<file path="src/hw/rtl/pbh_pkg.sv">
package pbh_pkg;

  localparam int COUNT_BITS     = 22;
  localparam int NUM_BINS       = 256;
  localparam int BIN_BITS       = $clog2(NUM_BINS);
  localparam int SCALE_BITS     = 16;
  localparam int OUT_COUNT_BITS = 22;
  localparam int COLOR_BITS     = 8;
  localparam int PROD_BITS      = COUNT_BITS + SCALE_BITS;
  localparam int STEP_BITS      = $clog2(PROD_BITS);

  localparam logic [COUNT_BITS-1:0] COUNT_LIMIT = {COUNT_BITS{1'b1}};
  localparam logic [SCALE_BITS-1:0] SCALE_RESET = SCALE_BITS'(256);

  // sum of three colors divided by 3 as multiply by 683 / 2048
  localparam int SUM_BITS    = COLOR_BITS + 2;
  localparam int RECIP       = 683;
  localparam int RECIP_SHIFT = 11;
  localparam int BRIGHT_BITS = SUM_BITS + 10;

  typedef enum logic [1:0] {
    OP_PIXEL = 2'd0,
    OP_READ  = 2'd1,
    OP_CLEAR = 2'd2
  } pbh_op_t;

  typedef enum logic [2:0] {
    ST_IDLE,
    ST_FETCH,
    ST_UPDATE,
    ST_MULT,
    ST_DIVIDE,
    ST_DONE
  } pbh_state_t;

  typedef struct packed {
    logic [1:0]            opcode;
    logic [COLOR_BITS-1:0] red;
    logic [COLOR_BITS-1:0] green;
    logic [COLOR_BITS-1:0] blue;
    logic [BIN_BITS-1:0]   bin_index;
  } pbh_in_t;

  typedef struct packed {
    logic [OUT_COUNT_BITS-1:0] bin_count;
    logic [OUT_COUNT_BITS-1:0] max_count;
    logic [SCALE_BITS-1:0]     bar_height;
  } pbh_out_t;

  typedef struct packed {
    logic latch;
    logic fetch;
    logic pix_write;
    logic clear;
    logic mult_load;
    logic div_step;
    logic out_load;
  } pbh_cmd_t;

  typedef struct packed {
    logic [1:0] opcode;
    logic       div_done;
    logic       out_free;
  } pbh_stat_t;

  function automatic logic [OUT_COUNT_BITS-1:0] to_out_count(
    input logic [COUNT_BITS-1:0] c
  );
    logic [63:0] w;
    w = 64'(c);
    return w[OUT_COUNT_BITS-1:0];
  endfunction

endpackage

</file>
<file path="src/hw/rtl/pbh_ctrl.sv">
module pbh_ctrl (
  input  logic                clk,
  input  logic                rst_n,
  input  logic                in_valid,
  output logic                in_stall,
  input  pbh_pkg::pbh_stat_t  stat,
  output pbh_pkg::pbh_cmd_t   cmd
);

  pbh_pkg::pbh_state_t state_r;
  pbh_pkg::pbh_state_t state_nxt;

  always_ff @(posedge clk) begin
    if (!rst_n) begin
      state_r <= pbh_pkg::ST_IDLE;
    end else begin
      state_r <= state_nxt;
    end
  end

  assign in_stall = (state_r != pbh_pkg::ST_IDLE);

  always_comb begin
    state_nxt = state_r;
    cmd       = '0;
    unique case (state_r)
      pbh_pkg::ST_IDLE: begin
        if (in_valid) begin
          cmd.latch = 1'b1;
          state_nxt = pbh_pkg::ST_FETCH;
        end
      end
      pbh_pkg::ST_FETCH: begin
        cmd.fetch = 1'b1;
        unique case (pbh_pkg::pbh_op_t'(stat.opcode))
          pbh_pkg::OP_PIXEL: state_nxt = pbh_pkg::ST_UPDATE;
          pbh_pkg::OP_READ:  state_nxt = pbh_pkg::ST_MULT;
          pbh_pkg::OP_CLEAR: begin
            cmd.clear = 1'b1;
            state_nxt = pbh_pkg::ST_IDLE;
          end
          default: state_nxt = pbh_pkg::ST_IDLE;
        endcase
      end
      pbh_pkg::ST_UPDATE: begin
        cmd.pix_write = 1'b1;
        state_nxt     = pbh_pkg::ST_IDLE;
      end
      pbh_pkg::ST_MULT: begin
        cmd.mult_load = 1'b1;
        state_nxt     = pbh_pkg::ST_DIVIDE;
      end
      pbh_pkg::ST_DIVIDE: begin
        cmd.div_step = 1'b1;
        if (stat.div_done) begin
          state_nxt = pbh_pkg::ST_DONE;
        end
      end
      pbh_pkg::ST_DONE: begin
        if (stat.out_free) begin
          cmd.out_load = 1'b1;
          state_nxt    = pbh_pkg::ST_IDLE;
        end
      end
      default: state_nxt = pbh_pkg::ST_IDLE;
    endcase
  end

endmodule

</file>
<file path="config.mk">
export PLATFORM = sky130hd
export DESIGN_NAME = pbh_ctrl
export DESIGN_NICKNAME = d
export VERILOG_FILES = /design/src/hw/rtl/pbh_pkg.sv /design/src/hw/rtl/pbh_ctrl.sv
export SDC_FILE = /design/constraint.sdc
export NUM_CORES = 1
export LEC_CHECK = 0
export ABC_AREA = 1
export BUFFER_PORTS_ARGS = -buffer_cell sky130_fd_sc_hd__clkbuf_2
export CAP_MARGIN = 20
export CELL_PAD_IN_SITES_DETAIL_PLACEMENT = 2
export CELL_PAD_IN_SITES_GLOBAL_PLACEMENT = 2
export CORE_UTILIZATION = 16
export DETAILED_ROUTE_END_ITERATION = 6
export PLACE_DENSITY_LB_ADDON = 0.1
export SYNTH_ARGS = -nofsm -noshare
export SYNTH_HDL_FRONTEND = slang
export SYNTH_SLANG_ARGS = --single-unit
</file>
<file path="constraint.sdc">
create_clock -name clk -period 1.1 [get_ports clk]
set_input_delay 0.22 -clock clk [delete_from_list [all_inputs] [get_ports clk]]
set_output_delay 0.22 -clock clk [all_outputs]
set_load 0.02 [all_outputs]
</file>
==> results.json <==
{
  "unrepaired_setup_endpoints_after_global_routing": "yes",
  "clock_sink_count": 3,
  "critPathRequiredTime_ns": 0.88,
  "setup.worst_path.start_class": "flop",
  "synthDominantCellAreaShare": 0.2623,
  "crit_chain": "nor2_4, nand2_2, nor3_2, buf_4",
  "layout.cells.most_common_list": "sky130_fd_sc_hd__buf_4, sky130_fd_sc_hd__inv_1, sky130_fd_sc_hd__clkbuf_2",
  "drc": 0,
  "vias": 317,
  "ir_worst_vdd_mv": 0.6731,
  "placement.cell_area_um2": 357.8,
  "timing_hold_violations_final": 0,
  "fin_skew_ns": 0.002712,
  "slowest_stage": "sky130_fd_sc_hd__dfxtp_4",
  "clock_latency_ns": 0.23,
  "grt_pass1_vias": 328,
  "grt_antenna_before_repair": 0,
  "drtIter0Drc": 1,
  "die_height_um": 39.83,
  "outcome": "complete, but fails checks",
  "ys_seq_elements": 3,
  "largest_register_ffs": 3,
  "timing.hold.worst.class": "in2reg",
  "synth_warnings": 0,
  "critPathKind": "reg2out",
  "grt_max_degree": 7,
  "wl_um": 812,
  "drt_pass_1_iters": 2,
  "cts_made_buffers": 3,
  "worstMarginPinSlew_ns": 0.1735,
  "timing.critical_path.buf_inv": 1,
  "drt.antenna.violating_nets": 0,
  "worst-endpoint-arrival_ns": 1.06,
  "horizontal_die_dimension_um": 39.83,
  "synth.top_cells.by_area": "sky130_fd_sc_hd__dfxtp_1, sky130_fd_sc_hd__inv_1, sky130_fd_sc_hd__nor2_1",
  "grt_first_pass_wirelength_mm": 1.414,
  "dpl_worst_slack_ns": -0.04033,
  "cts_tree": "yes",
  "leakage_dissipation_nw": 0.2452,
  "path_clk_slew_ns": 0.04,
  "synth_cell_type_count": 13,
  "grt_use_total": 0.1450,
  "cap_violations": 0,
  "max_slew_headroom": 0.8842,
  "cp_max_fo": 4,
  "violations": "setup timing",
  "area_growth_pct": 105.5,
  "max-clock-path-buffers": 2,
  "setup_viol_count_final": 8,
  "gpl.final_weighted_congestion": 0.6919,
  "powerDensity_nw_per_um2": 1566,
  "post_route_design_area_um2": 470.5,
  "slowest_delay_ns": 0.35,
  "antenna_cells": 0,
  "avgViaCountPerCell": 4.117,
  "routedWlPerCell_um": 10.55,
  "multi_input_area_um2": 176.4,
  "final_net_count": 70,
  "mappedNetlistArea_um2": 229.0,
  "dp_cells": 70,
  "synth_area_per_cell_um2": 6.026,
  "core_area_um2": 1318,
  "synth_largest_area_cell": "sky130_fd_sc_hd__dfxtp_1",
  "synth.net_count": 45,
  "layout.area.seq_um2": 68.82,
  "layout-drive-gt1-share": 0.6290,
  "final_critical_path_setup_slack_ns": -0.1822,
  "slew_viol_final": 0,
  "netlist_instances": 38,
  "achievable-frequency_mhz": 779.9,
  "cts-htree-levels": 1,
  "cp-end-kind": "output port",
  "floorplan.initialDensity": 0.1738,
  "root_buffer": "sky130_fd_sc_hd__clkbuf_4",
  "fin_crit_sh": 1.166,
  "design.die.area_um2": 1586,
  "final.hold.worst_slack_ns": 0.1666,
  "reg.largest.list": "state_r: 3 flops",
  "layoutNonFillerInstCount": 77,
  "placement.io_buffers": 14,
  "mostFrequentLayoutCell": "sky130_fd_sc_hd__buf_4",
  "grt_overflow_total": 0,
  "largest_register": "state_r",
  "filler_cell_count": 162,
  "period_needed_ns": 1.282,
  "path_delay_family": "flip-flops",
  "ios": 15,
  "fp-row-count": 13,
  "synth.yosys.seq_area_share": 0.2623
}
-- power by group --
group | switching (W) | internal, W | total, W | leakage, nW
clock network | 0.0000556 | 0.000136 | 0.000191 | 0.0150
registers | 0.0000303 | 0.000130 | 0.000161 | 0.0264
logic | 0.000201 | 0.000184 | 0.000385 | 0.204
total | 0.000287 | 0.000450 | 0.000737 | 0.245
-- what timing repair did --
item,in CTS,in global routing
buffers inserted,1,2
pin swaps,2,3
resized for setup,14,13
endpoints found under the setup margin,8,9
hold buffers,0,0
-- area by class of cell --
class | count | area share
multi-input cells | 27 | 0.3750
repair buffers | 20 | 0.3191
flip-flops and latches | 3 | 0.1463
inverters | 8 | 0.06383
clock buffers | 4 | 0.05585
well taps | 15 | 0.03989
-- worst paths after layout --
| path | startpoint | end | slack (ns) | depth (start not counted) |
|---|---|---|---|---|
| worst min register to register | state_r[2] | state_r[0] | 0.67 | 3 |
| worst max-delay path | state_r[1] | cmd[3] | -0.18 | 4 |
| worst min-delay path | stat[3] | state_r[1] | 0.17 | 2 |
| worst max register to register | state_r[2] | state_r[0] | 0.01 | 7 |
-- metal layers --
layer,vias up,wire (um),global-route usage
met5,-,0,0
met4,0,0,0.1034
met1,145,354,0.1505
met3,0,29,0.05114
li1,164,-,-
met2,8,429,0.2377
-- synth_stat cells --
cell	instances
sky130_fd_sc_hd__dfxtp_1	3
sky130_fd_sc_hd__inv_1	8
sky130_fd_sc_hd__nand2_1	6
sky130_fd_sc_hd__nand2_2	1
sky130_fd_sc_hd__nand3_1	3
sky130_fd_sc_hd__nand3_2	2
sky130_fd_sc_hd__nor2_1	8
sky130_fd_sc_hd__nor2_2	1
sky130_fd_sc_hd__nor2_4	1
sky130_fd_sc_hd__nor3_1	2
sky130_fd_sc_hd__nor3b_1	1
sky130_fd_sc_hd__o21ai_0	1
sky130_fd_sc_hd__o21ai_1	1
-- through the flow --
step | power (W) | TNS, ns | utilization
floorplan | 0.0003332 | -0.02218 | -
global placement | 0.0004327 | -0.03293 | 0.2716
detailed placement | 0.0004402 | -0.04033 | 0.2716
CTS | 0.0006936 | -1.405 | 0.3219
global route | 0.0008057 | -1.802 | 0.3571
finish | 0.0007370 | -1.075 | 0.3571
-- cells by family (layout without fill, tap and decap cells) --
kind of cell / Yosys count / count (layout) / share of synthesized area
flip-flops: 3 / 3 / 0.2623
buffers and inverters: 8 / 32 / 0.1312
AO/OA/AOI/OAI: 2 / 2 / 0.04367
AND/OR/NAND/NOR: 25 / 25 / 0.5629
Note: power is estimated with default switching activity, not from simulation.
